===== config.mk =====
export PLATFORM = sky130hd
export DESIGN_NAME = repeating_task_timer_table_unit
export DESIGN_NICKNAME = d
export VERILOG_FILES = /design/src/rtl/rttt_pkg.sv /design/src/rtl/rttt_cmd_queue.sv /design/src/rtl/rttt_engine.sv /design/src/rtl/rttt_out_queue.sv /design/src/rtl/repeating_task_timer_table_unit.sv
export SDC_FILE = /design/constraint.sdc
export NUM_CORES = 2
export LEC_CHECK = 0
export ABC_CLOCK_PERIOD_IN_PS = 20100
export BUFFER_PORTS_ARGS = -buffer_cell sky130_fd_sc_hd__buf_2
export CORE_ASPECT_RATIO = 0.6
export CORE_MARGIN = 1
export CORE_UTILIZATION = 50
export CTS_CLUSTER_DIAMETER = 80
export DETAILED_ROUTE_END_ITERATION = 8
export GPL_TIMING_DRIVEN = 0
export PLACE_DENSITY = 0.66
export SYNTH_ARGS = -nofsm -noshare
export SYNTH_HDL_FRONTEND = slang
export SYNTH_HIERARCHICAL = 1
export SYNTH_SLANG_ARGS = --single-unit

===== constraint.sdc =====
create_clock -name clk -period 20.1 [get_ports clk]
set_input_delay 4.02 -clock clk [delete_from_list [all_inputs] [get_ports clk]]
set_output_delay 4.02 -clock clk [all_outputs]
set_load 0.005 [all_outputs]

===== src/rtl/rttt_pkg.sv =====
package rttt_pkg;

  typedef enum logic [1:0] {
    OP_TICK   = 2'd0,
    OP_START  = 2'd1,
    OP_CANCEL = 2'd2,
    OP_NONE   = 2'd3
  } op_t;

  typedef enum logic [1:0] {
    KIND_START  = 2'd0,
    KIND_CANCEL = 2'd1,
    KIND_FIRED  = 2'd2,
    KIND_ERROR  = 2'd3
  } kind_t;

  localparam logic [15:0] REPEAT_FOREVER = 16'hFFFF;
  localparam int unsigned RESULT_CAP = 8;

  typedef struct packed {
    logic [1:0]  op;
    logic [15:0] task_tag;
    logic [31:0] task_arg;
    logic [31:0] interval;
    logic [15:0] repeat_count;
    logic [3:0]  slot;
  } in_item_t;

  typedef struct packed {
    logic [1:0]  kind;
    logic [3:0]  slot_index;
    logic [15:0] fired_tag;
    logic [31:0] fired_arg;
    logic        last;
  } out_item_t;

  typedef enum logic [1:0] {
    ST_IDLE = 2'd0,
    ST_WALK = 2'd1
  } state_t;

endpackage


===== src/rtl/rttt_cmd_queue.sv =====
module rttt_cmd_queue (
  input  logic               clk,
  input  logic               rst,
  input  logic               push,
  input  rttt_pkg::in_item_t push_data,
  output logic               full,
  input  logic               pop,
  output logic               empty,
  output rttt_pkg::in_item_t pop_data
);

  rttt_pkg::in_item_t mem [2];
  logic       wr_ptr;
  logic       rd_ptr;
  logic [1:0] count;

  logic do_push;
  logic do_pop;

  assign full    = (count == 2'd2);
  assign empty   = (count == 2'd0);
  assign do_push = push && !full;
  assign do_pop  = pop && !empty;
  assign pop_data = mem[rd_ptr];

  always_ff @(posedge clk) begin
    if (do_push) begin
      mem[wr_ptr] <= push_data;
    end
  end

  always_ff @(posedge clk) begin
    if (rst) begin
      wr_ptr <= 1'b0;
      rd_ptr <= 1'b0;
      count  <= 2'd0;
    end else begin
      if (do_push) wr_ptr <= !wr_ptr;
      if (do_pop)  rd_ptr <= !rd_ptr;
      count <= count + {1'b0, do_push} - {1'b0, do_pop};
    end
  end

`ifndef SYNTHESIS
  a_count_range: assert property (@(posedge clk) disable iff (rst) count != 2'd3)
    else $error("queue count out of range");
  a_ptr_gap: assert property (@(posedge clk) disable iff (rst)
    (count == 2'd0 || count == 2'd2) |-> (wr_ptr == rd_ptr))
    else $error("queue pointers disagree with count");
  a_no_pop_empty: assert property (@(posedge clk) disable iff (rst)
    empty |=> !(count == 2'd2))
    else $error("queue jumped from empty to full");
`endif

endmodule


===== src/rtl/rttt_engine.sv =====
module rttt_engine #(
  parameter int unsigned SLOTS = 8
) (
  input  logic                clk,
  input  logic                rst,
  input  logic                cmd_empty,
  input  rttt_pkg::in_item_t  cmd,
  output logic                cmd_pop,
  output logic                res_valid,
  output rttt_pkg::out_item_t res,
  input  logic                res_ready
);

  localparam int unsigned IW = (SLOTS > 1) ? $clog2(SLOTS) : 1;

  logic [SLOTS-1:0] active;
  logic [15:0] tag_store      [SLOTS];
  logic [31:0] arg_store      [SLOTS];
  logic [31:0] interval_store [SLOTS];
  logic [15:0] repeat_store   [SLOTS];
  logic [15:0] fire_count     [SLOTS];
  logic [31:0] remaining      [SLOTS];

  rttt_pkg::state_t state, state_next;
  logic [IW-1:0] idx;
  logic [3:0]    nres;
  logic [IW-1:0] found_idx;

  logic [31:0]   rem_dec;
  logic          fires;
  logic          reload;
  logic          later_fire;
  logic          walk_step;
  logic          at_end;
  logic          take;
  logic [IW-1:0] free_idx;
  logic          free_any;
  logic          emit;
  rttt_pkg::out_item_t emit_item;
  logic          outbuf_free;

  assign at_end  = (idx == IW'(SLOTS - 1));
  assign rem_dec = (remaining[idx] != 32'd0) ? remaining[idx] - 32'd1 : 32'd0;
  assign fires   = active[idx] && (rem_dec == 32'd0);
  assign reload  = (repeat_store[idx] == rttt_pkg::REPEAT_FOREVER) ||
                   ((repeat_store[idx] != 16'd0) &&
                    ({1'b0, fire_count[idx]} < {1'b0, repeat_store[idx]} - 17'd1));

  always_comb begin
    free_any = 1'b0;
    free_idx = '0;
    for (int i = SLOTS - 1; i >= 0; i--) begin
      if (!active[i]) begin
        free_any = 1'b1;
        free_idx = IW'(i);
      end
    end
  end

  // look ahead for a later slot that fires on this tick
  always_comb begin
    later_fire = 1'b0;
    for (int j = 0; j < SLOTS; j++) begin
      if (IW'(j) > idx && active[j] && remaining[j][31:1] == 31'd0) begin
        later_fire = 1'b1;
      end
    end
  end

  assign outbuf_free = !res_valid || res_ready;
  assign take = (state == rttt_pkg::ST_IDLE) && !cmd_empty && outbuf_free;

  always_comb begin
    state_next = state;
    cmd_pop    = 1'b0;
    walk_step  = 1'b0;
    emit       = 1'b0;
    emit_item  = '0;
    case (state)
      rttt_pkg::ST_IDLE: begin
        if (take) begin
          case (cmd.op)
            rttt_pkg::OP_TICK: begin
              state_next = rttt_pkg::ST_WALK;
            end
            rttt_pkg::OP_START: begin
              emit = 1'b1;
              emit_item.last = 1'b1;
              emit_item.kind = free_any ? rttt_pkg::KIND_START : rttt_pkg::KIND_ERROR;
              emit_item.slot_index = free_any ? 4'(free_idx) : 4'd0;
              if (free_any && free_idx != IW'(SLOTS - 1)) begin
                state_next = rttt_pkg::ST_WALK;
              end else begin
                cmd_pop = 1'b1;
              end
            end
            rttt_pkg::OP_CANCEL: begin
              emit = 1'b1;
              emit_item.last = 1'b1;
              emit_item.kind = ({1'b0, cmd.slot} >= 5'(SLOTS)) ?
                               rttt_pkg::KIND_ERROR : rttt_pkg::KIND_CANCEL;
              emit_item.slot_index = cmd.slot;
              cmd_pop = 1'b1;
            end
            default: begin
              emit = 1'b1;
              emit_item.last = 1'b1;
              emit_item.kind = rttt_pkg::KIND_ERROR;
              cmd_pop = 1'b1;
            end
          endcase
        end
      end
      rttt_pkg::ST_WALK: begin
        if (cmd.op == rttt_pkg::OP_TICK) begin
          if (!fires || nres == 4'(rttt_pkg::RESULT_CAP) || outbuf_free) begin
            walk_step = 1'b1;
            if (fires && nres != 4'(rttt_pkg::RESULT_CAP)) begin
              emit = 1'b1;
              emit_item.kind = rttt_pkg::KIND_FIRED;
              emit_item.slot_index = 4'(idx);
              emit_item.fired_tag = tag_store[idx];
              emit_item.fired_arg = arg_store[idx];
              emit_item.last = !later_fire ||
                               (nres == 4'(rttt_pkg::RESULT_CAP - 1));
            end
          end
        end else begin
          walk_step = 1'b1;
        end
        if (walk_step && at_end) begin
          cmd_pop = 1'b1;
          state_next = rttt_pkg::ST_IDLE;
        end
      end
      default: begin
        state_next = rttt_pkg::ST_IDLE;
      end
    endcase
  end

  always_ff @(posedge clk) begin
    if (rst) begin
      state <= rttt_pkg::ST_IDLE;
      active <= '0;
      idx <= '0;
      nres <= '0;
      found_idx <= '0;
      res_valid <= 1'b0;
    end else begin
      state <= state_next;
      if (emit) begin
        res_valid <= 1'b1;
        res <= emit_item;
      end else if (res_ready) begin
        res_valid <= 1'b0;
      end
      if (take) begin
        nres <= '0;
        if (cmd.op == rttt_pkg::OP_START && free_any) begin
          active[free_idx] <= 1'b1;
          tag_store[free_idx] <= cmd.task_tag;
          arg_store[free_idx] <= cmd.task_arg;
          interval_store[free_idx] <= cmd.interval;
          repeat_store[free_idx] <= cmd.repeat_count;
          fire_count[free_idx] <= 16'd0;
          remaining[free_idx] <= cmd.interval;
          found_idx <= free_idx;
          idx <= free_idx + IW'(1);
        end else begin
          idx <= '0;
        end
        if (cmd.op == rttt_pkg::OP_CANCEL && {1'b0, cmd.slot} < 5'(SLOTS)) begin
          active[cmd.slot[IW-1:0]] <= 1'b0;
          fire_count[cmd.slot[IW-1:0]] <= 16'd0;
        end
      end
      if (walk_step) begin
        if (emit) nres <= nres + 4'd1;
        if (!at_end) idx <= idx + IW'(1);
        if (cmd.op == rttt_pkg::OP_TICK) begin
          if (active[idx]) begin
            if (fires) begin
              if (reload) begin
                fire_count[idx] <= fire_count[idx] + 16'd1;
                remaining[idx] <= interval_store[idx];
              end else begin
                active[idx] <= 1'b0;
              end
            end else begin
              remaining[idx] <= rem_dec;
            end
          end
        end else if (active[idx] && tag_store[idx] == tag_store[found_idx]) begin
          active[idx] <= 1'b0;
        end
      end
    end
  end

`ifndef SYNTHESIS
  a_pop_ends: assert property (@(posedge clk) disable iff (rst)
    cmd_pop |=> state == rttt_pkg::ST_IDLE)
    else $error("command retired outside idle return");
  a_cap: assert property (@(posedge clk) disable iff (rst)
    nres <= 4'(rttt_pkg::RESULT_CAP))
    else $error("result cap exceeded");
  a_walk_cmd: assert property (@(posedge clk) disable iff (rst)
    state == rttt_pkg::ST_WALK |-> !cmd_empty)
    else $error("walk without command");
  a_res_hold: assert property (@(posedge clk) disable iff (rst)
    (res_valid && !res_ready) |=> (res_valid && $stable(res)))
    else $error("waiting result changed");
`endif

endmodule


===== src/rtl/rttt_out_queue.sv =====
module rttt_out_queue (
  input  logic                clk,
  input  logic                rst,
  input  logic                in_valid,
  input  rttt_pkg::out_item_t in_data,
  output logic                in_ready,
  output logic                empty,
  output rttt_pkg::out_item_t data,
  input  logic                pop
);

  rttt_pkg::out_item_t mem [2];
  logic       wr_ptr;
  logic       rd_ptr;
  logic [1:0] count;

  logic full;
  logic do_push;
  logic do_pop;

  assign full     = (count == 2'd2);
  assign empty    = (count == 2'd0);
  assign in_ready = !full;
  assign do_push  = in_valid && !full;
  assign do_pop   = pop && !empty;
  assign data     = mem[rd_ptr];

  always_ff @(posedge clk) begin
    if (do_push) begin
      mem[wr_ptr] <= in_data;
    end
  end

  always_ff @(posedge clk) begin
    if (rst) begin
      wr_ptr <= 1'b0;
      rd_ptr <= 1'b0;
      count  <= 2'd0;
    end else begin
      if (do_push) wr_ptr <= !wr_ptr;
      if (do_pop)  rd_ptr <= !rd_ptr;
      count <= count + {1'b0, do_push} - {1'b0, do_pop};
    end
  end

`ifndef SYNTHESIS
  a_count_range: assert property (@(posedge clk) disable iff (rst) count != 2'd3)
    else $error("result queue count out of range");
  a_ptr_gap: assert property (@(posedge clk) disable iff (rst)
    (count == 2'd0 || count == 2'd2) |-> (wr_ptr == rd_ptr))
    else $error("result queue pointers disagree with count");
  a_hold: assert property (@(posedge clk) disable iff (rst)
    (!empty && !pop) |=> (!empty && $stable(data)))
    else $error("result dropped");
`endif

endmodule


===== src/rtl/repeating_task_timer_table_unit.sv =====
// A start, cancel or unused op result passes the command queue, the engine's result
// register and the result queue. A tick walks every slot in order; a start walks the slots
// after the one it takes. The engine finishes one command before it takes the next.
// A full result queue stalls the walk; a two-entry queue holds items meanwhile.
// Reset (rst, synchronous): every slot free, both queues empty.
module repeating_task_timer_table_unit #(
  parameter int unsigned SLOTS = 8
) (
  input  logic                clk,
  input  logic                rst,
  input  logic                push,
  output logic                full,
  input  rttt_pkg::in_item_t  in_item,
  output logic                empty,
  input  logic                pop,
  output rttt_pkg::out_item_t out_item
);

  logic                cmd_empty;
  logic                cmd_pop;
  rttt_pkg::in_item_t  cmd;
  logic                res_valid;
  rttt_pkg::out_item_t res;
  logic                res_ready;

  rttt_cmd_queue u_cmd (
    .clk(clk), .rst(rst),
    .push(push), .push_data(in_item), .full(full),
    .pop(cmd_pop), .empty(cmd_empty), .pop_data(cmd)
  );

  rttt_engine #(.SLOTS(SLOTS)) u_eng (
    .clk(clk), .rst(rst),
    .cmd_empty(cmd_empty), .cmd(cmd), .cmd_pop(cmd_pop),
    .res_valid(res_valid), .res(res), .res_ready(res_ready)
  );

  rttt_out_queue u_out (
    .clk(clk), .rst(rst),
    .in_valid(res_valid), .in_data(res), .in_ready(res_ready),
    .empty(empty), .data(out_item), .pop(pop)
  );

endmodule


==> metrics.md <==
| Metric | Value |
|---|---|
| FFs w/ async S/R, synth | 0% |
| Post-synthesis compound-gate area fraction | 7.68% |
| CP startpoint kind | flip-flop |
| Minimum clock period | 12.22 ns |
| Layout filler cell count | just over 9000 |
| DRT Pass-1 Iters | 8 |
| Worst Setup End Kind | flip-flop |
| Vias | 38139 |
| Avg WL per Cell | 34.0 um |
| Leakage | 22.6 nW |
| Ratio of cells with drive above 1 in the final layout | 21.3% |
| Syn Area/Cell | 17.4 um2 |
| Hold Buf Count CTS | 0 |
| Remaining Overflow, GRT | 0 |
| Core box area | approximately 120000 um2 |
| Ys Warns | 6 |
| Largest family of logic cells by synthesized area | multiplexers |
| Worst-skew pair later-pin latency | roughly 0.77 ns |
| Simple-gate share of the synthesized area | under 10% |
| Max Cap Violations | 6 |
| Post-synthesis cell type count | 88 |
| CTS clock-pin slew for the worst setup and hold paths | 0.06 ns |
| Worst min-delay path class | flip-flop to flip-flop |
| Post-route DRC | 0 |
| CP max stage delay | 1.11 ns |
| Status | finished, violations left |
| Chip width | 458 um |
| Largest net degree at the start of global routing | slightly below 70 |
| Crit-path slowest cell | clkbuf_1 |
| Final worst-path cycle share | 60.8% |
| Number of core rows | 100 |
| Fin. max-slew vios | 45 |
| Slew HR | -4.21% |
| I/O pin count | 163 |
| XOR/XNOR Fraction of Synth Area | 0.939% |
| Post-route setup slack | between 7 and 8 ns |
| # port buffers | 162 |
| RSZ-0062 raised after global routing | false |
| DIE HEIGHT | 276 um |
| Most used cell, CP | clkbuf_1 |
| Total clock buffers created by CTS | 140 |
| Max clock buf depth | 3 |
| Post-CTS setup buffer count | 0 |
| ANT nets after route | 0 |
| Most common cell after layout, fill and taps aside | edfxtp_1 |
| HPWL Detailed | 140000 um |
| Starting utilization of the core area | ~50% |
| Routed vias/inst | roughly 6.6 |
| VDD IR max | 0.0000889 V |
| Failing checks | capacitance limit, slew limit |
| Pwr Density | roughly 140 nW/um2 |
| Final nets | 4123 |
| Cells after Synth | about 3600 |
| Gpl congestion | 1.01 |
| Arrival time worst endpoint | about 13 ns |
| Fmax | between 80 and 90 MHz |
| Initial antenna violation count | 7 |
| Required time worst endpoint | 20.55 ns |
| Leading cell types in the layout, fill and taps excluded | edfxtp_1, buf_2, mux2_2, a22oi_1, mux2i_1 |
| Synth Register Bits | 1554 |
| CTS tree | done |
| Worst-path fanout max | 21 |
| Diode count | 0 |
| P&R area growth vs syn | 14.3% |
| Initial DRC Count | 5950 |
| # setup viols final | 0 |
| Detailed Route WL | 196000 um |
| Critical setup path kind | flip-flop to flip-flop |
| GRT Util Overall | 30.8% |
| Final hold violation count | 0 |
| Clock Skews | 0.0339 ns |
| PostCTS Resize Cnt | 0 |
| Die area | 126000 um2 |
| H-tree depth | 4 |
| Least-Margin Pin Slew | 1.54 ns |
| Syn nets | 3727 |
| Mapped Area | approximately 63000 um2 |
| Sequential-to-total area share from yosys stat | 74.1% |
| Total power | ~0.0097 W |
| Clock Tree Root | clkbuf_16 |
| Post-synthesis mux area share | 9.66% |
| Pre-CTS setup slack | between 8 and 9 ns |
| Predominant post-synthesis flop cell | edfxtp_1 |
| Synth Area in Adders | 0.701% |
| EDFF count, synth | around 1500 |
| First-pass GRT wire length | 271000 um |
| CTS sink cnt | approximately 1600 |
| Vias in the first global route | ~35000 |
kinds of logic after synthesis:
| family | count (synthesis) |
|---|---|
| AOI/OAI and AO/OA | 640 |
| xor gates and xnor gates | 67 |
| adders and majority gates | 35 |
| buffers and inverters | 220 |
| DFF | 1554 |
| muxes | 459 |
| and+or+nand+nor | 611 |
registers in the layout, summed over array words and instances, names as in the netlist, 4 cells and up, named ones only:
signal,cells
u_cmd/mem,204
u_eng/active,8
u_eng/arg_store,256
u_eng/fire_count,128
u_eng/interval_store,256
u_eng/nres,4
u_eng/remaining,256
u_eng/repeat_store,128
u_eng/res,55
u_eng/tag_store,128
u_out/mem,110
per-stage QoR:
step                      TNS (ns)  hold WS (ns)  utilization [%]  instances  cell area [um2]
after global routing             0         0.451             57.6       5773            71400
final                            0         0.444             57.6       5773            71400
after global placement     -629.06         0.422             52.8       5431            65400
after detailed placement         0         0.430             54.1       5522            67100
after floorplan                  0         0.421                -       3586            62500
after CTS                        0         0.446             57.6       5772            71400
synthesized netlist by cell type, types with 52 or more instances:
| cell type | n | area (um2) |
|---|---|---|
| nand3_1 | 91 | 455 |
| a221oi_1 | 98 | 858 |
| mux2_4 | 52 | 781 |
| o21ai_0 | 72 | 360 |
| clkbuf_1 | 103 | 387 |
| a21oi_1 | 80 | 400 |
| mux2_2 | 174 | 1960 |
| xnor2_1 | 53 | 464 |
| mux4_2 | 77 | 1730 |
| a22oi_1 | 162 | 1220 |
| mux2i_1 | 156 | 1560 |
| nor2_1 | 142 | 533 |
| nand2_1 | 113 | 424 |
| edfxtp_1 | 1521 | 45700 |
| nor4_1 | 59 | 369 |
worst max-delay path, delay by kind of cell, from the launching register on:
family | cells | cell delay [ns]
DFF | 1 | 0.36
and+or+nand+nor | 5 | 2.66
AOI/OAI and AO/OA | 9 | 2.12
buffers and inverters | 10 | 6.28
adders and majority gates | 1 | 0.32
final timing paths:
path / cells past startpoint / slack, ns / start / to
worst max register to register: 25 / 7.88 / u_eng/idx[1]$_SDFF_PP0_ / u_eng/remaining[4][9]$_DFFE_PP_
worst min-delay path: 0 / 0.44 / u_eng/res[10]$_SDFFCE_PN0P_ / u_out/mem[0][10]$_DFFE_PP_
worst max-delay path: 25 / 7.88 / u_eng/idx[1]$_SDFF_PP0_ / u_eng/remaining[4][9]$_DFFE_PP_
worst min register to register: 0 / 0.44 / u_eng/res[10]$_SDFFCE_PN0P_ / u_out/mem[0][10]$_DFFE_PP_
report_power, final:
group | total [W] | switching [W] | internal, W
logic | 0.00310 | 0.00214 | 0.000961
clock network | 0.00258 | 0.00117 | 0.00140
registers | 0.00398 | 0.0000503 | 0.00393
layer usage:
| metal | global-route usage, % | up-vias | routed length (um) |
|---|---|---|---|
| li1 | - | 15464 | - |
| met4 | 6.70 | 2 | 3450 |
| met1 | 49.0 | 19519 | 85100 |
| met2 | 38.0 | 2927 | 73500 |
| met3 | 13.4 | 227 | 34000 |
| met5 | 0 | - | 10 |
area by class of cell:
cell class	instances	area [um2]	area share [%]
sequential	1554	46300	64.9
inverter	35	136	0.191
multi-input combinational	1812	15300	21.5
clock inverter	65	429	0.601
tap	1683	2110	2.95
clock buffer	185	3890	5.45
timing repair buffer	254	2210	3.10
buffer	185	983	1.38
No activity file was read; power rests on OpenSTA's default activity.
